--- config.mk ---
export PLATFORM = sky130hd
export DESIGN_NAME = circular_string_buffer_flat
export DESIGN_NICKNAME = d
export VERILOG_FILES = /design/src/rtl/core/csb_pkg.sv /design/src/rtl/core/csb_if.sv /design/src/rtl/core/csb_ram.sv /design/src/rtl/core/csb_ctrl.sv /design/src/rtl/core/csb_dp.sv /design/src/rtl/core/circular_string_buffer.sv /design/src/flat_wrapper.sv
export SDC_FILE = /design/constraint.sdc
export NUM_CORES = 1
export LEC_CHECK = 0
export BUFFER_PORTS_ARGS = -buffer_cell sky130_fd_sc_hd__buf_2
export CORE_UTILIZATION = 55
export DETAILED_ROUTE_END_ITERATION = 6
export PLACE_DENSITY = 0.69
export SYNTH_ARGS = -nofsm -noshare
export SYNTH_HDL_FRONTEND = slang
export SYNTH_SLANG_ARGS = --single-unit
--- constraint.sdc ---
create_clock -name clock -period 7.9 [get_ports clock]
set_clock_uncertainty 0.1 [all_clocks]
set_input_delay 1.185 -clock clock [delete_from_list [all_inputs] [get_ports clock]]
set_output_delay 1.185 -clock clock [all_outputs]
set_load 0.02 [all_outputs]
--- src/rtl/core/csb_pkg.sv ---
// csb_pkg: shared codes, widths and control structs of the circular string buffer
// no dependencies; imported by the channel interfaces, csb_ctrl, csb_dp and circular_string_buffer

package csb_pkg;

   localparam int BYTE_W   = 8;
   localparam int STATUS_W = 2;

   // request command codes
   localparam logic CMD_PUT = 1'b0;
   localparam logic CMD_GET = 1'b1;

   // response status codes
   localparam logic [STATUS_W-1:0] STATUS_ACCEPTED = 2'd0;
   localparam logic [STATUS_W-1:0] STATUS_REJECTED = 2'd1;
   localparam logic [STATUS_W-1:0] STATUS_BYTE     = 2'd2;
   localparam logic [STATUS_W-1:0] STATUS_EMPTY    = 2'd3;

   localparam logic [BYTE_W-1:0] TERMINATOR = 8'h00;

   // controller to datapath
   typedef struct packed {
      logic put;        // put byte transferred this cycle
      logic get_start;  // get transferred this cycle
      logic pop;        // emit the byte at the read pointer
   } dp_cmd_type;

   // datapath to controller
   typedef struct packed {
      logic term;   // request byte is the terminator
      logic empty;  // nothing committed
      logic last;   // byte being popped ends the string
   } dp_sts_type;

endpackage

--- src/rtl/core/csb_if.sv ---
// csb_req_bus / csb_rsp_bus: valid-ready channels of the circular string buffer
// depends on csb_pkg for field widths

interface csb_req_bus import csb_pkg::*; ();
   logic              valid;
   logic              ready;
   logic              cmd;
   logic [BYTE_W-1:0] data_byte;

   modport source (output valid, output cmd, output data_byte, input ready);
   modport sink   (input valid, input cmd, input data_byte, output ready);
endinterface

interface csb_rsp_bus import csb_pkg::*; ();
   logic                valid;
   logic                ready;
   logic [STATUS_W-1:0] status;
   logic [BYTE_W-1:0]   out_byte;
   logic                out_last;

   modport source (output valid, output status, output out_byte, output out_last,
                   input ready);
   modport sink   (input valid, input status, input out_byte, input out_last,
                   output ready);
endinterface

--- src/rtl/core/csb_ram.sv ---
// csb_ram: generic single-write, single-read RAM with registered read data
// no dependencies

module csb_ram #(
   parameter int WIDTH = 8,
   parameter int DEPTH = 32
) (
   input  logic                     clock,
   input  logic                     wr_en,
   input  logic [$clog2(DEPTH)-1:0] wr_addr,
   input  logic [WIDTH-1:0]         wr_data,
   input  logic                     rd_en,
   input  logic [$clog2(DEPTH)-1:0] rd_addr,
   output logic [WIDTH-1:0]         rd_data
);

   logic [WIDTH-1:0] mem_ff [DEPTH];
   logic [WIDTH-1:0] rd_data_ff;

   always_ff @(posedge clock) begin
      if (wr_en) begin
         mem_ff[wr_addr] <= wr_data;
      end
      if (rd_en) begin
         rd_data_ff <= mem_ff[rd_addr];
      end
   end

   assign rd_data = rd_data_ff;

endmodule

--- src/rtl/core/csb_ctrl.sv ---
// csb_ctrl: handshake and sequencing controller of the circular string buffer
// depends on csb_pkg; drives csb_dp through dp_cmd_type / dp_sts_type

module csb_ctrl import csb_pkg::*; (
   input  logic       clock,
   input  logic       reset,
   input  logic       req_valid,
   input  logic       req_cmd,
   output logic       req_ready,
   output logic       rsp_valid,
   input  logic       rsp_ready,
   output dp_cmd_type dp_cmd,
   input  dp_sts_type dp_sts
);

   localparam logic [0:0] ST_IDLE = 1'b0;
   localparam logic [0:0] ST_GET  = 1'b1;

   logic [0:0] state_ff, state_in;
   logic       rsp_valid_ff, rsp_valid_in;
   logic       out_free;
   logic       accept;
   logic       load;

   assign out_free  = !rsp_valid_ff || rsp_ready;
   assign req_ready = (state_ff == ST_IDLE) && out_free;
   assign accept    = req_valid && req_ready;

   assign dp_cmd.put       = accept && (req_cmd == CMD_PUT);
   assign dp_cmd.get_start = accept && (req_cmd == CMD_GET);
   assign dp_cmd.pop       = (state_ff == ST_GET) && out_free;

   assign load = (dp_cmd.put && dp_sts.term) || (dp_cmd.get_start && dp_sts.empty) ||
                 dp_cmd.pop;

   always_comb begin
      state_in = state_ff;
      unique case (state_ff)
         ST_IDLE: begin
            if (dp_cmd.get_start && !dp_sts.empty) begin
               state_in = ST_GET;
            end
         end
         ST_GET: begin
            if (dp_cmd.pop && dp_sts.last) begin
               state_in = ST_IDLE;
            end
         end
         default: state_in = ST_IDLE;
      endcase
   end

   always_comb begin
      priority if (load) begin
         rsp_valid_in = 1'b1;
      end else if (rsp_ready) begin
         rsp_valid_in = 1'b0;
      end else begin
         rsp_valid_in = rsp_valid_ff;
      end
   end

   always_ff @(posedge clock) begin
      if (reset) begin
         state_ff     <= ST_IDLE;
         rsp_valid_ff <= 1'b0;
      end else begin
         state_ff     <= state_in;
         rsp_valid_ff <= rsp_valid_in;
      end
   end

   assign rsp_valid = rsp_valid_ff;

   // no request is taken while a string is being popped
   a_no_accept_in_get: assert property (@(posedge clock) disable iff (reset)
      (state_ff == ST_GET) |-> !req_ready)
      else $error("request taken during a get");

   // every popped byte shows up on the response register
   a_pop_loads_rsp: assert property (@(posedge clock) disable iff (reset)
      dp_cmd.pop |=> rsp_valid_ff)
      else $error("popped byte not presented");

endmodule

--- src/rtl/core/csb_dp.sv ---
// csb_dp: pointers, overflow flag, byte store and response register
// depends on csb_pkg and csb_ram; sequenced by csb_ctrl

module csb_dp import csb_pkg::*; #(
   parameter int DEPTH = 32
) (
   input  logic                clock,
   input  logic                reset,
   input  dp_cmd_type          dp_cmd,
   output dp_sts_type          dp_sts,
   input  logic [BYTE_W-1:0]   req_data_byte,
   output logic [STATUS_W-1:0] rsp_status,
   output logic [BYTE_W-1:0]   rsp_out_byte,
   output logic                rsp_out_last
);

   localparam int IW = $clog2(DEPTH);

   // pointer counts modulo 2*DEPTH as a wrap bit over an index 0..DEPTH-1
   typedef struct packed {
      logic          wrap;
      logic [IW-1:0] idx;
   } ptr_type;

   function automatic ptr_type ptr_next(ptr_type p);
      ptr_type n;
      if (p.idx == IW'(DEPTH - 1)) begin
         n.idx  = '0;
         n.wrap = !p.wrap;
      end else begin
         n.idx  = p.idx + 1'b1;
         n.wrap = p.wrap;
      end
      return n;
   endfunction

   function automatic logic [IW:0] ptr_level(ptr_type ahead, ptr_type behind);
      logic [IW:0] ext;
      ext = (ahead.wrap != behind.wrap) ? (IW + 1)'(DEPTH) : '0;
      return {1'b0, ahead.idx} + ext - {1'b0, behind.idx};
   endfunction

   ptr_type rd_ff, rd_in;
   ptr_type cm_ff, cm_in;
   ptr_type wr_ff, wr_in;
   logic    drop_ff, drop_in;

   logic [STATUS_W-1:0] status_ff, status_in;
   logic [BYTE_W-1:0]   byte_ff, byte_in;
   logic                last_ff, last_in;

   ptr_type           rd_nxt, wr_nxt;
   logic [IW:0]       wr_level, cm_level;
   logic              full;
   logic              store;
   logic              ram_rd_en;
   logic [IW-1:0]     ram_rd_addr;
   logic [BYTE_W-1:0] ram_rd_data;

   assign rd_nxt   = ptr_next(rd_ff);
   assign wr_nxt   = ptr_next(wr_ff);
   assign wr_level = ptr_level(wr_ff, rd_ff);
   assign cm_level = ptr_level(cm_ff, rd_ff);
   assign full     = (wr_level >= (IW + 1)'(DEPTH));
   assign store    = dp_cmd.put && !drop_ff && !full;

   assign dp_sts.term  = (req_data_byte == TERMINATOR);
   assign dp_sts.empty = (cm_ff == rd_ff);
   assign dp_sts.last  = (ram_rd_data == TERMINATOR) || (rd_nxt == cm_ff);

   // prefetch the next byte while the current one is emitted
   assign ram_rd_en   = dp_cmd.get_start || dp_cmd.pop;
   assign ram_rd_addr = dp_cmd.pop ? rd_nxt.idx : rd_ff.idx;

   csb_ram #(
      .WIDTH (BYTE_W),
      .DEPTH (DEPTH)
   ) u_store (
      .clock   (clock),
      .wr_en   (store),
      .wr_addr (wr_ff.idx),
      .wr_data (req_data_byte),
      .rd_en   (ram_rd_en),
      .rd_addr (ram_rd_addr),
      .rd_data (ram_rd_data)
   );

   always_comb begin
      rd_in   = rd_ff;
      cm_in   = cm_ff;
      wr_in   = wr_ff;
      drop_in = drop_ff;
      if (dp_cmd.put) begin
         priority if (store) begin
            wr_in = wr_nxt;
            if (dp_sts.term) begin
               cm_in = wr_nxt;
            end
         end else if (dp_sts.term) begin
            wr_in   = cm_ff;
            drop_in = 1'b0;
         end else begin
            drop_in = 1'b1;
         end
      end
      if (dp_cmd.pop) begin
         rd_in = rd_nxt;
      end
   end

   always_comb begin
      status_in = status_ff;
      byte_in   = byte_ff;
      last_in   = last_ff;
      priority if (dp_cmd.put && dp_sts.term) begin
         status_in = store ? STATUS_ACCEPTED : STATUS_REJECTED;
         byte_in   = '0;
         last_in   = 1'b1;
      end else if (dp_cmd.get_start && dp_sts.empty) begin
         status_in = STATUS_EMPTY;
         byte_in   = '0;
         last_in   = 1'b1;
      end else if (dp_cmd.pop) begin
         status_in = STATUS_BYTE;
         byte_in   = ram_rd_data;
         last_in   = dp_sts.last;
      end else begin
         status_in = status_ff;
      end
   end

   always_ff @(posedge clock) begin
      if (reset) begin
         rd_ff   <= '0;
         cm_ff   <= '0;
         wr_ff   <= '0;
         drop_ff <= 1'b0;
      end else begin
         rd_ff   <= rd_in;
         cm_ff   <= cm_in;
         wr_ff   <= wr_in;
         drop_ff <= drop_in;
      end
   end

   always_ff @(posedge clock) begin
      status_ff <= status_in;
      byte_ff   <= byte_in;
      last_ff   <= last_in;
   end

   assign rsp_status   = status_ff;
   assign rsp_out_byte = byte_ff;
   assign rsp_out_last = last_ff;

   // the speculative fill never exceeds the ring
   a_level_bound: assert property (@(posedge clock) disable iff (reset)
      wr_level <= (IW + 1)'(DEPTH))
      else $error("write pointer ran past the ring");

   // committed bytes are a prefix of the written ones
   a_commit_behind_write: assert property (@(posedge clock) disable iff (reset)
      cm_level <= wr_level)
      else $error("commit pointer ahead of write pointer");

   // a string that ends without its terminator ends at the commit point
   a_pop_stops_at_commit: assert property (@(posedge clock) disable iff (reset)
      (dp_cmd.pop && dp_sts.last && (ram_rd_data != TERMINATOR)) |=> (rd_ff == cm_ff))
      else $error("get stopped short of the commit pointer");

endmodule

--- src/rtl/core/circular_string_buffer.sv ---
// circular_string_buffer: top level of the ring buffer of zero-terminated strings
// depends on csb_pkg, csb_if (channel interfaces), csb_ctrl, csb_dp and csb_ram

// A request with cmd put hands over one string byte; bytes land in a ring of DEPTH bytes
// at a speculative write pointer, and the zero terminator commits the string and answers
// accepted. If the ring fills first, the rest of the string is dropped and the terminator
// answers rejected (full); a non-terminator put gives no response. A request with cmd get
// pops the oldest committed string one byte per response, terminator included, with
// out_last on its final byte, or answers empty with out_last set. Puts and empty gets
// stream back to back while the response channel does not stall; a get holds the
// request channel until its last byte is popped, since the byte store has one
// registered read port: the first byte is read at the get transfer, after which the next
// byte is prefetched while the current one is presented. The response register lets a new
// request transfer in the cycle its predecessor's last response transfers. The byte store
// has no reset and needs no clearing pass: only committed bytes are ever presented.

module circular_string_buffer import csb_pkg::*; #(
   parameter int DEPTH = 32
) (
   input logic          clock,
   input logic          reset,
   csb_req_bus.sink     req_bus,
   csb_rsp_bus.source   rsp_bus
);

   // command and status between the sequencer and the datapath
   dp_cmd_type dp_cmd;
   dp_sts_type dp_sts;

   // sequencer: owns both handshakes and the idle / get state
   csb_ctrl u_ctrl (
      .clock     (clock),
      .reset     (reset),
      .req_valid (req_bus.valid),
      .req_cmd   (req_bus.cmd),
      .req_ready (req_bus.ready),
      .rsp_valid (rsp_bus.valid),
      .rsp_ready (rsp_bus.ready),
      .dp_cmd    (dp_cmd),
      .dp_sts    (dp_sts)
   );

   // datapath: ring pointers, overflow flag, byte store and response payload
   csb_dp #(
      .DEPTH (DEPTH)
   ) u_dp (
      .clock         (clock),
      .reset         (reset),
      .dp_cmd        (dp_cmd),
      .dp_sts        (dp_sts),
      .req_data_byte (req_bus.data_byte),
      .rsp_status    (rsp_bus.status),
      .rsp_out_byte  (rsp_bus.out_byte),
      .rsp_out_last  (rsp_bus.out_last)
   );

endmodule
--- src/flat_wrapper.sv ---
// flat-port wrapper written by rule: the top's interface ports become plain ports
module circular_string_buffer_flat import csb_pkg::*;
#(
   parameter int DEPTH = 32
)
  (clock, reset, req_bus_valid, req_bus_cmd, req_bus_data_byte, req_bus_ready, rsp_bus_valid, rsp_bus_status, rsp_bus_out_byte, rsp_bus_out_last, rsp_bus_ready);
  csb_req_bus req_bus_i ();
  csb_rsp_bus rsp_bus_i ();
  input logic clock;
  input logic reset;
  input wire logic [$bits(req_bus_i.valid)-1:0] req_bus_valid;
  input wire logic [$bits(req_bus_i.cmd)-1:0] req_bus_cmd;
  input wire logic [$bits(req_bus_i.data_byte)-1:0] req_bus_data_byte;
  output wire logic [$bits(req_bus_i.ready)-1:0] req_bus_ready;
  output wire logic [$bits(rsp_bus_i.valid)-1:0] rsp_bus_valid;
  output wire logic [$bits(rsp_bus_i.status)-1:0] rsp_bus_status;
  output wire logic [$bits(rsp_bus_i.out_byte)-1:0] rsp_bus_out_byte;
  output wire logic [$bits(rsp_bus_i.out_last)-1:0] rsp_bus_out_last;
  input wire logic [$bits(rsp_bus_i.ready)-1:0] rsp_bus_ready;
  assign req_bus_i.valid = req_bus_valid;
  assign req_bus_i.cmd = req_bus_cmd;
  assign req_bus_i.data_byte = req_bus_data_byte;
  assign req_bus_ready = req_bus_i.ready;
  assign rsp_bus_valid = rsp_bus_i.valid;
  assign rsp_bus_status = rsp_bus_i.status;
  assign rsp_bus_out_byte = rsp_bus_i.out_byte;
  assign rsp_bus_out_last = rsp_bus_i.out_last;
  assign rsp_bus_i.ready = rsp_bus_ready;
  circular_string_buffer #(.DEPTH(DEPTH)) u_core (.clock(clock), .reset(reset), .req_bus(req_bus_i), .rsp_bus(rsp_bus_i));
endmodule
# Word level (Yosys, flattened, before mapping)
# Memories as Yosys holds them, arrays and structs flattened. A register that Yosys moved wholly into a read port is not among the register bits.
# Index checks and enable logic that the tools add are counted.
dict set report word_totals {
  wordCells 75
  mem_bits_rw 256
  register_bits 32
  memories 1
}
dict set report classes {
  addsub 4
  reduce_logical 31
  order_cmp 1
  eq_ne 5
  n_bitwise 3
  mux 18
}
# name words width rd rd_ports_with_merged_regs write_ports line
set mem_list {}
lappend mem_list {u_core.u_dp.u_store.mem_ff 32 8 1 1 1 csb_ram.sv:17} ;# logic [WIDTH-1:0] mem_ff [DEPTH];
# operator n
set ops {}
lappend ops {{6-bit 2-to-1 mux} 5}
lappend ops {{8-bit logical NOT} 2}
lappend ops {{6-bit == test} 2}
lappend ops {{1-bit logical AND} 11}
lappend ops {{5-bit by 1-bit adder with 5-bit output, second input constant} 2}
lappend ops {{5-bit == test, second input constant} 2}
lappend ops {{1-bit 2-to-1 mux} 8}
lappend ops {{5-bit by 6-bit adder with 6-bit output} 1}
lappend ops {{6-bit >= comparator, second input constant} 1}
lappend ops {{1-bit logical NOT} 6}
lappend ops {{2-bit 2-to-1 mux} 3}
lappend ops {{6-bit by 5-bit subtractor with 6-bit output} 1}
lappend ops {{1-bit logical OR} 5}
lappend ops {{5-bit 2-to-1 mux} 1}
lappend ops {{2-bit AND reduction} 2}
lappend ops {{2-bit nonzero test} 2}
lappend ops {{1-bit inverter} 3}
lappend ops {{3-bit AND reduction} 1}
lappend ops {{3-bit nonzero test} 1}
lappend ops {{1-bit case mux with 2 select lines} 1}
lappend ops {{2-bit OR reduction} 1}
lappend ops {{1-bit inequality test} 1}

# Depth between registers and ports, before layout
# Gate-level depths: netlist of the first run.
dict set report depth {
  depth_word 9
  depth_mapped 13
}

# Modules after synthesis
# Synthesis of the first run repeated with hierarchy kept, for this count alone.
dict set report unflattened {
  hier_cells 621
  area_unflattened_um2 11915.2
}
# module cells_per_inst instances area_each_um2
set modules_own_cells {}
lappend modules_own_cells {csb_ram 417 1 10133.5}
lappend modules_own_cells {csb_dp 189 1 1656.6}
lappend modules_own_cells {csb_ctrl 15 1 125.1}

# Least setup slack after synthesis of the first run
# Ideal clock, no wire load.
dict set report synth_timing {
  kind {in2reg}
  startpoint {in rsp_bus_ready}
  endpoint {reg u_core.u_dp.u_store.rd_data_ff[3] (netlist: u_core.u_dp.u_store.rd_data[3]), read port of u_core.u_dp.u_store.mem_ff (data pin)}
  path_slack_ps 4560
  arrival_time_ps 2978
  required_time_ps 7539
  path_stages 8
  path_cell_list {nand2b_1 > nand2_1 > a21oi_2 > buf_6 > mux4_2 > a22oi_1 > a31oi_1 > a311o_1}
}
dict set report synth_via {
  elab_chain_len 5
  elab_cells_between_ends 7
  classes_between {mux: 1; reduce/logical: 6}
}
# item line
set synth_lines {}
lappend synth_lines {{from (decl)} flat_wrapper.sv:19} ;# input wire logic [$bits(rsp_bus_i.ready)-1:0] rsp_bus_ready;
lappend synth_lines {{1-bit logical OR (*)} csb_ctrl.sv:25} ;# assign out_free = !rsp_valid_ff || rsp_ready;
lappend synth_lines {{1-bit logical AND} csb_ctrl.sv:26} ;# assign req_ready = (state_ff == ST_IDLE) && out_free;
lappend synth_lines {{1-bit logical AND} csb_ctrl.sv:27} ;# assign accept = req_valid && req_ready;
lappend synth_lines {{1-bit logical AND} csb_ctrl.sv:30} ;# assign dp_cmd.get_start = accept && (req_cmd == CMD_GET);
lappend synth_lines {{1-bit logical OR} csb_dp.sv:72} ;# assign ram_rd_en = dp_cmd.get_start || dp_cmd.pop;
lappend synth_lines {{to (decl)} csb_ram.sv:18} ;# logic [WIDTH-1:0] rd_data_ff;
# Mark *: on every way between the ends. The rest lies on a longest branch, timed or not.
# A chain may end at the register's enable or synchronous reset.

# Final worst setup path of the first run
dict set report layout_timing {
  startpoint {reg u_core.u_dp.rd_ff[0] in the netlist's numbering}
  endpoint {reg u_core.u_dp.u_store.rd_data_ff[6] (netlist: u_core.u_dp.u_store.rd_data[6]), read port of u_core.u_dp.u_store.mem_ff (data pin)}
}
dict set report layout_via {
  elab_chain_len 3
  elab_cells_between_ends 4
  classes_between {add/sub: 1; eq/ne: 1; mux: 2}
}
# item line
set layout_lines {}
lappend layout_lines {{from (decl)} csb_dp.sv:43} ;# ptr_type rd_ff, rd_in;
lappend layout_lines {{from (signal assigned)} csb_dp.sv:139} ;# rd_ff <= rd_in;
lappend layout_lines {{5-bit by 1-bit adder with 5-bit output or 5-bit == test (tied branches)} {csb_dp.sv:31, csb_dp.sv:27}}
lappend layout_lines {{6-bit 2-to-1 mux} csb_dp.sv:27} ;# if (p.idx == IW'(DEPTH - 1)) begin
lappend layout_lines {{5-bit 2-to-1 mux (*)} csb_dp.sv:73} ;# assign ram_rd_addr = dp_cmd.pop ? rd_nxt.idx : rd_ff.idx;
# Marked as above.

==> results of run 1 <==
metal layers:
layer | GRT usage [%] | vias to the layer above
li1 | - | 3530
met1 | 35.2 | 3686
met2 | 38.5 | 361
met3 | 4.49 | 65
met4 | 8.60 | 0
met5 | 0 | -
final cells by class:
type	instances	area (sq um)
timing repair buffer	37	215
sequential	296	8590
inverter	10	37.5
fill	1659	8370
tap	280	350
clock buffer	39	783
clock inverter	15	70.1
multi-input combinational	564	3540
final timing paths:
| path | to | depth (start not counted) | startpoint | slack (ns) |
|---|---|---|---|---|
| worst max-delay path | u_core.u_dp.u_store.rd_data[6]$_DFFE_PP_ | 10 | u_core.u_dp.rd_ff[0]$_SDFFE_PP0P_ | 3.56 |
| worst min-delay path | u_core.u_dp.rsp_out_byte[6]$_SDFFE_PP0P_ | 2 | u_core.u_dp.rsp_out_byte[6]$_SDFFE_PP0P_ | 0.35 |
| worst max register to register | u_core.u_dp.u_store.rd_data[6]$_DFFE_PP_ | 10 | u_core.u_dp.rd_ff[0]$_SDFFE_PP0P_ | 3.56 |
| worst min register to register | u_core.u_dp.rsp_out_byte[6]$_SDFFE_PP0P_ | 2 | u_core.u_dp.rsp_out_byte[6]$_SDFFE_PP0P_ | 0.35 |
state kept, by name (all words and copies together) (netlist names):
name / cells
u_core.u_dp.rd_ff: 6
u_core.u_dp.rsp_out_byte: 8
u_core.u_ctrl.state_ff: 1
u_core.u_dp.u_store.rd_data: 8
u_core.u_dp.u_store.mem_ff: 256
u_core.u_dp.cm_ff: 6
u_core.u_dp.drop_ff: 1
u_core.u_ctrl.rsp_valid: 1
u_core.u_dp.wr_ff: 6
u_core.u_dp.rsp_status: 2
u_core.u_dp.rsp_out_last: 1
cells in the final DEF, fill, tap and decap left out, drive strengths merged, types with 2 or more instances in the layout:
cell type	n
a211oi	3
a21o	3
a21oi	24
a221o	3
a22oi	4
a311o	3
a31oi	29
a32o	9
a32oi	25
and2	2
and3	36
and3b	2
buf	37
clkbuf	39
clkinv	14
dfxtp	30
edfxtp	266
ha	12
inv	11
mux2i	44
mux4	12
nand2	195
nand2b	3
nand3	55
nand4	2
nor2	29
nor2b	5
nor3	10
nor3b	4
nor4	11
o21ai	5
o32ai	3
xnor2	9
xor2	8
cells by family after synthesis:
group	share of synthesized area, %
xor gates and xnor gates	1.20
and+or+nand+nor	13.1
adders and majority gates	1.21
DFF	69.2
muxes	5.73
AOI/OAI and AO/OA	7.16
buffers and inverters	2.37
metrics by stage:
step | area (sq um) | utilization (%)
after floorplan | 12400 | -
after global placement | 12700 | 58.0
after detailed placement | 12700 | 58.0
after CTS | 13600 | 61.9
after global routing | 13600 | 61.9
final | 13600 | 61.9
power by group through the flow:
stage               clock (mW)  sequential, mW  combinational (mW)
floorplan                    0            1.76              0.0421
global placement             0            1.76              0.0906
detailed placement           0            1.76              0.0924
CTS                       1.27            1.73              0.0929
global route              1.32            1.73               0.101
finish                    1.25            1.73              0.0935
worst max-delay path, cell delays in order (launching register included):
cell and delay (ns):
dfxtp_1 0.47, ha_1 0.34, and3_1 0.20, ha_1 0.32, nor4_4 0.38, a21o_2 0.71, buf_4 0.50, nand2_1 0.10
a32oi_1 0.24, a31oi_1 0.14, nor4_1 0.53
==> impl_metrics.yaml, run 1 <==
worst_hold_path:
  worstHoldPathType: "flip-flop to flip-flop"
grt:
  grt_pass1_wl_mm: 43.1
  grt_pass1_vias: 7238
  grt_overflow_total: 0
  grt_max_degree: 74
  grt_antenna_before_repair: 1
  grt_usage_pct: 24.7
placed_design:
  placed_cells: 1187
  gp_congestion: 0.870
  place_ws_ns: 3.41
  port_buffers: 25
  dp_hpwl_mm: 17.3
finish:
  nNetsFinal: 963
  synthToLayoutAreaGrowth_pct: 9.50
  instances_no_fill: 1241
  drive_gt1_share_pct: 10.4
  antenna_cells: 0
yosys:
  synth.most_common_cell: "edfxtp_1"
  ys_async_sr_fraction_pct: 0
  yosysTopAreaCell: "edfxtp_1"
  synth_seq_cells: 296
  yosys_warnings: 0
  netlist_top_cells_area: "edfxtp_1 64%, nand2_1 5.9%, dfxtp_1 4.8%"
  synthTopCellsByCount: "266 x edfxtp_1, 195 x nand2_1, 55 x nand3_1"
  synth_edf_count: 266
  syn_nets: 949
  yosysUniqueCellTypes: 53
  synth_top_cell_area_share_pct: 64.4
  ys_seq_area_share_pct: 69.2
  synthCells: 924
  netlist_area_sq_um: 12400
  synthFlopType: "edfxtp_1"
  post_synth.cell_area_avg_sq_um: 13.4
routing:
  ant_nets: 0
  top_layer: "met4"
  avgViaCountPerCell: 6.16
  drt_iter0_drc: 677
  wl_met2_mm: 13.0
  vias: 7642
  post_drt_wl_per_cell_microns: 22.9
  route.detailed.drc: 2
  met3WireLength_mm: 2.50
  first_pass_iters: 7
  wl_mm: 28.4
  wl_met1_mm: 12.0
floorplanning:
  die_w_microns: 152
  start_util_pct: 56.5
  pin_count: 26
  fp.dieH_microns: 152
  dieArea_sq_um: 23200
  num_rows: 54
  coreArea_sq_um: 22000
timing:
  rsz0062_at_grt: "false"
  slew_violations: 0
  fin_ws_ns: 3.56
  hold_viol: 0
  period_minus_slack_ns: 4.34
  hold_ws_ns: 0.354
  finalCritPeriodShare_pct: 54.9
  max_freq_ghz: 0.230
  fin_tns_setup_ns: 0
  worst_pin_slew_ns: 1.03
  setup_viol: 0
  slew_headroom_pct: 31.1
clock_network:
  clockBufferDepth: 3
  cts_setup_buffers: 0
  h-tree-depth: 1
  holdBufCountCts: 0
  cts_buffers: 29
  cts_sinks: 296
  cts_tree: "built"
  cts_root_buffer: "clkbuf_16"
  clk_pin_slew_ns: 0.06
  cts_resized: 0
  clock_latency_ns: 0.55
power_and_ir_drop:
  p_total_mw: 3.07
  cellPowerDensity_nw_per_um2: 226
  comb_power_share_pct: 3.0
  p_int_mw: 2.43
  peakVddDrop_uv: 172
  p_clk_share_pct: 40.7
  seqPwrFrac_pct: 56.2
  p_sw_share_pct: 20.8
  p_switching_mw: 0.638
  leakagePower_nw: 4.89
setup_path:
  worst_ep_arrival_time_ns: 4.50
  cp-start-kind: "flip-flop"
  required_ns: 8.07
  cp-end-kind: "flip-flop"
  crit_type: "flip-flop to flip-flop"
  crit_fanout: 41
outcome:
  status: "finished, violations left"
  violations: "design-rule violations"
run:
  drv_cap: 0
Note: power is estimated with default switching activity, not from simulation.
==> run 2, diff against run 1 <==
--- a/config.mk
+++ b/config.mk
@@ -5,10 +5,11 @@
 export SDC_FILE = /design/constraint.sdc
 export NUM_CORES = 1
 export LEC_CHECK = 0
+export ABC_AREA = 1
 export BUFFER_PORTS_ARGS = -buffer_cell sky130_fd_sc_hd__buf_2
 export CORE_UTILIZATION = 55
 export DETAILED_ROUTE_END_ITERATION = 6
-export PLACE_DENSITY = 0.69
+export PLACE_DENSITY = 0.72
 export SYNTH_ARGS = -nofsm -noshare
 export SYNTH_HDL_FRONTEND = slang
 export SYNTH_SLANG_ARGS = --single-unit
==> constraint.sdc (replaced) <==
create_clock -name clock -period 3.95 [get_ports clock]
set_clock_uncertainty 0.1 [all_clocks]
set_input_delay 0.5925 -clock clock [delete_from_list [all_inputs] [get_ports clock]]
set_output_delay 0.5925 -clock clock [all_outputs]
set_load 0.02 [all_outputs]
==> run 2 against run 1 <==
Compared with the run above: the flow now finishes without violations; maximum frequency increased by 29%; clock power grew 140%; clock-buffer cell count decreased by 1; core utilization rose by 1.2 points; area after synthesis increased by 8.8%; wire length rose by 16%; critical path depth unchanged.
==> impl_metrics.yaml, run 2 <==
setup_path:
  critPathMaxStageDelay_ns: 0.69
  reg2reg_to: "u_core.u_dp.u_store.mem_ff[27][2]$_DFFE_PP_"
  crit_end: "u_core.u_dp.u_store.mem_ff[27][2]$_DFFE_PP_"
  critPathTopFamily: "simple AND/OR/NAND/NOR gates"
  crit_buf_inv: 1
  crit_top_cell: "nand2_1"
  required_ns: 4.05
  worst_ep_arrival_time_ns: 3.46
  path_cells: "ha_1, nand2_1, nand2_1, nand2_1, nand3_1, nand2_1, nand3_2, inv_2, nand2_1, nor2_1"
  cp-end-kind: "flip-flop"
  reg2reg_slack_ns: 0.59
  crit_start: "u_core.u_dp.wr_ff[2]$_SDFFE_PP0P_"
  r2r_cells: 10
  crit_fanout: 15
  crit_type: "flip-flop to flip-flop"
  worst-path-stages: 10
  cp-start-kind: "flip-flop"
  crit_slowest_cell: "nor2_1"
  worstReg2RegStart: "u_core.u_dp.wr_ff[2]$_SDFFE_PP0P_"
power_and_ir_drop:
  leakagePower_nw: 6.31
  peakVddDrop_uv: 384
  cellPowerDensity_nw_per_um2: 700
yosys:
  synth_top_cell_area_share_pct: 59.2
  synth_seq_cells: 296
  post_synth.cell_area_avg_sq_um: 9.78
  yosysUniqueCellTypes: 29
  synthFlopType: "edfxtp_1"
  yosys_warnings: 0
  ys_seq_area_share_pct: 63.6
  synthTopCellsByCount: "319 x nand2_1, 282 x nand3_1, 266 x edfxtp_1"
  netlist_area_sq_um: 13500
  yosysTopAreaCell: "edfxtp_1"
  netlist_top_cells_area: "edfxtp_1 59%, nand3_1 10%, nand2_1 8.9%"
  syn_nets: 1405
  synthCells: 1380
  synth_edf_count: 266
  ys_async_sr_fraction_pct: 0
  synth.most_common_cell: "nand2_1"
clock_network:
  h-tree-depth: 1
  cts_buffers: 31
  cts_root_buffer: "clkbuf_16"
  cts_sinks: 296
  holdBufCountCts: 0
  clock_latency_ns: 0.57
  clockBufferDepth: 3
  clk_pin_slew_ns: 0.06
  cts_setup_buffers: 0
  cts_tree: "built"
  cts_resized: 0
worst_hold_path:
  worstHoldPathType: "input pin to flip-flop"
finish:
  n_fill_cell: 1864
  layout_common_cells: "318 x nand2_1, 281 x nand3_1, 266 x edfxtp_1"
  largest_reg_flops: 256
  final_common_cell: "nand2_1"
  multi_input_area_sq_um: 3640
  drive_gt1_share_pct: 7.93
  antenna_cells: 0
  largest_register: "u_core.u_dp.u_store.mem_ff"
  synthToLayoutAreaGrowth_pct: 11.0
  nNetsFinal: 1429
  seqCellArea_sq_um: 8590
  finalCoreUtilization_pct: 63.1
routing:
  wl_mm: 32.9
  vias: 9544
  first_pass_iters: 5
  drt_iter0_drc: 1128
  avgViaCountPerCell: 5.47
  route.detailed.drc: 0
  post_drt_wl_per_cell_microns: 18.8
  ant_nets: 0
timing:
  slew_violations: 0
  finalCritPeriodShare_pct: 85.1
  fin_ws_ns: 0.588
  rsz0062_at_grt: "false"
  fin_tns_setup_ns: 0
  max_freq_ghz: 0.297
  period_minus_slack_ns: 3.36
  setup_viol: 0
  slew_headroom_pct: 51.8
  worst_pin_slew_ns: 0.723
  hold_viol: 0
grt:
  grt_max_degree: 71
  grt_usage_pct: 27.5
  grt_antenna_before_repair: 0
  grt_pass1_vias: 9213
  grt_overflow_total: 0
  grt_pass1_wl_mm: 51.1
floorplanning:
  coreArea_sq_um: 23800
  fp.dieH_microns: 159
  pin_count: 26
  num_rows: 56
  start_util_pct: 56.8
  dieArea_sq_um: 25200
  die_w_microns: 159
placed_design:
  place_ws_ns: 0.639
  dp_hpwl_mm: 20.6
  gp_congestion: 0.970
  port_buffers: 25
outcome:
  status: "complete, no violations"
run:
  drv_cap: 0
## run 2: changes by cell type in the layout (fill, tap and decap cells not counted), moves of 29 or more
cell      previous run  this run
nand3b_1             1        34
nand3_1             55       281
nor2_1              28        58
and3_1              36         0
nand2_1            195       318
inv_1                8       256
a31oi_1             29         0
mux2i_1             44         0
## run 2: per-stage QoR
step / hold slack (ns) / instance area [sq um] / total power, mW / instances
after floorplan: 0.367 / 13500 / 6.32 / 1380
after global placement: 0.348 / 14000 / 7.47 / 1690
after detailed placement: 0.350 / 14000 / 7.52 / 1690
after CTS: 0.230 / 15000 / 10.5 / 1744
after global routing: 0.242 / 15000 / 11.0 / 1744
final: 0.242 / 15000 / 10.5 / 1744
## run 2: worst register-to-register path: cells and delay by family, from the launching register on
| kind | cells | cell delay [ns] |
|---|---|---|
| flip-flops | 1 | 0.55 |
| buffers and inverters | 1 | 0.25 |
| adder cells (fa/ha/maj) | 1 | 0.32 |
| AND/OR/NAND/NOR | 8 | 1.76 |
## run 2: where the power goes
part | switching (mW) | internal (mW)
Combinational | 2.72 | 1.08
Clock | 1.17 | 1.78
Sequential | 0.102 | 3.64
Total | 3.99 | 6.50
## run 2: layout make-up
type / count / area share [%]
clock buffers: 38 / 5.42
clock inverters: 16 / 1.42
inverters: 265 / 6.64
multi-input cells: 762 / 24.3
flip-flops and latches: 296 / 57.3
well taps: 319 / 2.66
repair buffers: 48 / 2.24
## run 2: routing by layer
| metal | global-route usage, % | vias to the layer above | routed length, microns |
|---|---|---|---|
| met5 | 0 | - | 0 |
| met4 | 8.70 | 0 | 976 |
| met3 | 3.81 | 67 | 2700 |
| met2 | 46.2 | 427 | 15600 |
| met1 | 37.1 | 4501 | 13600 |
| li1 | - | 4549 | - |
## run 2: logic make-up (layout without fill, tap and decap cells)
| group | count (synthesis) | in the layout | share of synthesized area (%) |
|---|---|---|---|
| simple gates | 710 | 710 | 23.7 |
| xor+xnor | 13 | 13 | 0.844 |
| flops | 296 | 296 | 63.6 |
| compound gates | 27 | 27 | 1.09 |
| fa+ha+maj | 12 | 12 | 1.11 |
| buf+inv | 322 | 367 | 9.58 |
## run 2: worst min-delay path by stage
stage / cells after the start / from / slack, ns / end
floorplan: 2 / u_core.u_dp.cm_ff[5]$_SDFFE_PP0P_ / 0.37 / u_core.u_dp.cm_ff[5]$_SDFFE_PP0P_
global placement: 2 / u_core.u_dp.rsp_out_byte[3]$_SDFFE_PP0P_ / 0.35 / u_core.u_dp.rsp_out_byte[3]$_SDFFE_PP0P_
detailed placement: 2 / u_core.u_dp.rsp_out_byte[3]$_SDFFE_PP0P_ / 0.35 / u_core.u_dp.rsp_out_byte[3]$_SDFFE_PP0P_
CTS: 2 / reset / 0.23 / u_core.u_dp.cm_ff[2]$_SDFFE_PP0P_
global route: 2 / reset / 0.24 / u_core.u_dp.rd_ff[1]$_SDFFE_PP0P_
finish: 2 / reset / 0.24 / u_core.u_dp.rd_ff[1]$_SDFFE_PP0P_
==> run 3, diff against run 2 <==
--- a/config.mk
+++ b/config.mk
@@ -10,6 +10,7 @@
 export CORE_UTILIZATION = 55
 export DETAILED_ROUTE_END_ITERATION = 6
 export PLACE_DENSITY = 0.72
+export REMOVE_ABC_BUFFERS = 1
 export SYNTH_ARGS = -nofsm -noshare
 export SYNTH_HDL_FRONTEND = slang
 export SYNTH_SLANG_ARGS = --single-unit
==> run 3 against run 2 <==
Compared with the run above: sequential share of layout area is 0.15 points higher; wire length increased by 0.72%; critical endpoint is now u_core.u_dp.u_store.mem_ff[17][4]$_DFFE_PP_; highest routed layer unchanged; clock-buffer cell count shrank 2; final cell count is essentially flat; maximum frequency shrank 1.9%; sequential power grew 1%; critical path depth is 1 higher.
==> impl_metrics.yaml, run 3 (synthesis gave the netlist of run 2 again) <==
setup_path:
  path_cells: "inv_1, ha_1, nand2_1, nand2_1, nand2_1, nand3_1, nand2_1, nand3_2, inv_2, nand2_1, nor2_1"
  crit_slowest_cell: "nor2_1"
  required_ns: 4.02
  cp-end-kind: "flip-flop"
  cp-start-kind: "flip-flop"
  crit_top_cell: "nand2_1"
  crit_type: "flip-flop to flip-flop"
  critPathMaxStageDelay_ns: 0.71
  critPathTopFamily: "simple AND/OR/NAND/NOR gates"
  crit_buf_inv: 2
  worst_ep_arrival_time_ns: 3.50
  crit_fanout: 15
grt:
  grt_antenna_before_repair: 0
  grt_usage_pct: 27.9
  grt_max_degree: 51
  grt_overflow_total: 0
  grt_pass1_vias: 9569
  grt_pass1_wl_mm: 52.0
finish:
  largest_register: "u_core.u_dp.u_store.mem_ff"
  largest_reg_flops: 256
  layout_common_cells: "318 x nand2_1, 281 x nand3_1, 266 x edfxtp_1"
  multi_input_area_sq_um: 3640
  synthToLayoutAreaGrowth_pct: 10.7
  drive_gt1_share_pct: 7.87
  nNetsFinal: 1428
  final_common_cell: "nand2_1"
  antenna_cells: 0
  instances_no_fill: 1743
  n_fill_cell: 1869
  seqCellArea_sq_um: 8590
power_and_ir_drop:
  cellPowerDensity_nw_per_um2: 690
  leakagePower_nw: 6.29
  peakVddDrop_uv: 653
timing:
  period_minus_slack_ns: 3.43
  finalCritPeriodShare_pct: 86.7
  fin_tns_setup_ns: 0
  rsz0062_at_grt: "false"
  slew_violations: 0
  setup_viol: 0
  slew_headroom_pct: 28.0
  hold_viol: 0
  worst_pin_slew_ns: 1.08
  max_freq_ghz: 0.292
floorplanning:
  pin_count: 26
  coreArea_sq_um: 23800
  start_util_pct: 56.8
  num_rows: 56
  die_w_microns: 159
  fp.dieH_microns: 159
  dieArea_sq_um: 25200
routing:
  ant_nets: 0
  wl_mm: 33.1
  first_pass_iters: 6
  met3WireLength_mm: 3.13
  wl_met1_mm: 13.1
  drt_iter0_drc: 1315
  avgViaCountPerCell: 5.55
  post_drt_wl_per_cell_microns: 19.0
  wl_met2_mm: 15.9
  vias: 9674
  top_layer: "met4"
  route.detailed.drc: 0
placed_design:
  dp_hpwl_mm: 20.6
  placed_cells: 1690
  port_buffers: 25
  gp_congestion: 0.914
run:
  drv_cap: 0
clock_network:
  clockBufferDepth: 3
  cts_buffers: 30
  cts_resized: 0
  clk_pin_slew_ns: 0.06
  holdBufCountCts: 0
  cts_sinks: 296
  cts_setup_buffers: 0
  cts_root_buffer: "clkbuf_16"
  clock_latency_ns: 0.55
  h-tree-depth: 1
  cts_tree: "built"
outcome:
  status: "complete, no violations"
worst_hold_path:
  worstHoldPathType: "input pin to flip-flop"
-- run 3: changes by cell type in the layout (fill, tap and decap cells not counted), sizes merged --
cell	change
inv	-1
bufinv	-1
clkinv	+2
clkbuf	-2
clkinvlp	+1
-- run 3: worst reg2reg max path: stages, from the launching register on --
cell and delay (ns):
dfxtp_1 0.46, inv_1 0.12, ha_1 0.32, nand2_1 0.07, nand2_1 0.05, nand2_1 0.07
nand3_1 0.09, nand2_1 0.11, nand3_2 0.26, inv_2 0.28, nand2_1 0.42, nor2_1 0.72
-- run 3: per-stage QoR --
stage / cell area, sq um / worst slack [ns] / total power [mW] / util [%] / hold WS, ns
after floorplan: 13200 / -1.13 / 6.16 / - / 0.361
after global placement: 14000 / 0.546 / 7.41 / 58.8 / 0.352
after detailed placement: 14000 / 0.499 / 7.44 / 58.8 / 0.352
after CTS: 14900 / 0.565 / 10.3 / 62.9 / 0.264
after global routing: 14900 / 0.318 / 10.8 / 62.9 / 0.276
final: 14900 / 0.524 / 10.3 / 62.9 / 0.280
-- run 3: layout make-up --
| cell class | count | area share [%] |
|---|---|---|
| timing repair buffer | 48 | 2.33 |
| multi-input combinational | 762 | 24.3 |
| sequential | 296 | 57.5 |
| inverter | 265 | 6.66 |
| clock inverter | 17 | 1.20 |
| tap | 319 | 2.67 |
| clock buffer | 36 | 5.32 |
-- run 3: final timing paths --
kind                                                               start                                           to  slack [ns]  cells after the start
worst max-delay path                   u_core.u_dp.rd_ff[2]$_SDFFE_PP0P_  u_core.u_dp.u_store.mem_ff[17][4]$_DFFE_PP_        0.52                     11
worst min-delay path                                               reset            u_core.u_dp.rd_ff[2]$_SDFFE_PP0P_        0.28                      2
worst max register to register         u_core.u_dp.rd_ff[2]$_SDFFE_PP0P_  u_core.u_dp.u_store.mem_ff[17][4]$_DFFE_PP_        0.52                     11
worst min register to register  u_core.u_dp.rsp_out_byte[2]$_SDFFE_PP0P_     u_core.u_dp.rsp_out_byte[2]$_SDFFE_PP0P_        0.36                      2
-- run 3: power by group --
part	internal (mW)	switching (mW)
registers	3.65	0.142
clock network	1.68	1.15
logic	1.08	2.63
-- run 3: metal layers --
metal,GRT usage [%],vias to the layer above
met2,46.1,475
met1,38.1,4580
met4,9.48,0
met3,3.97,73
li1,-,4546
met5,0,-
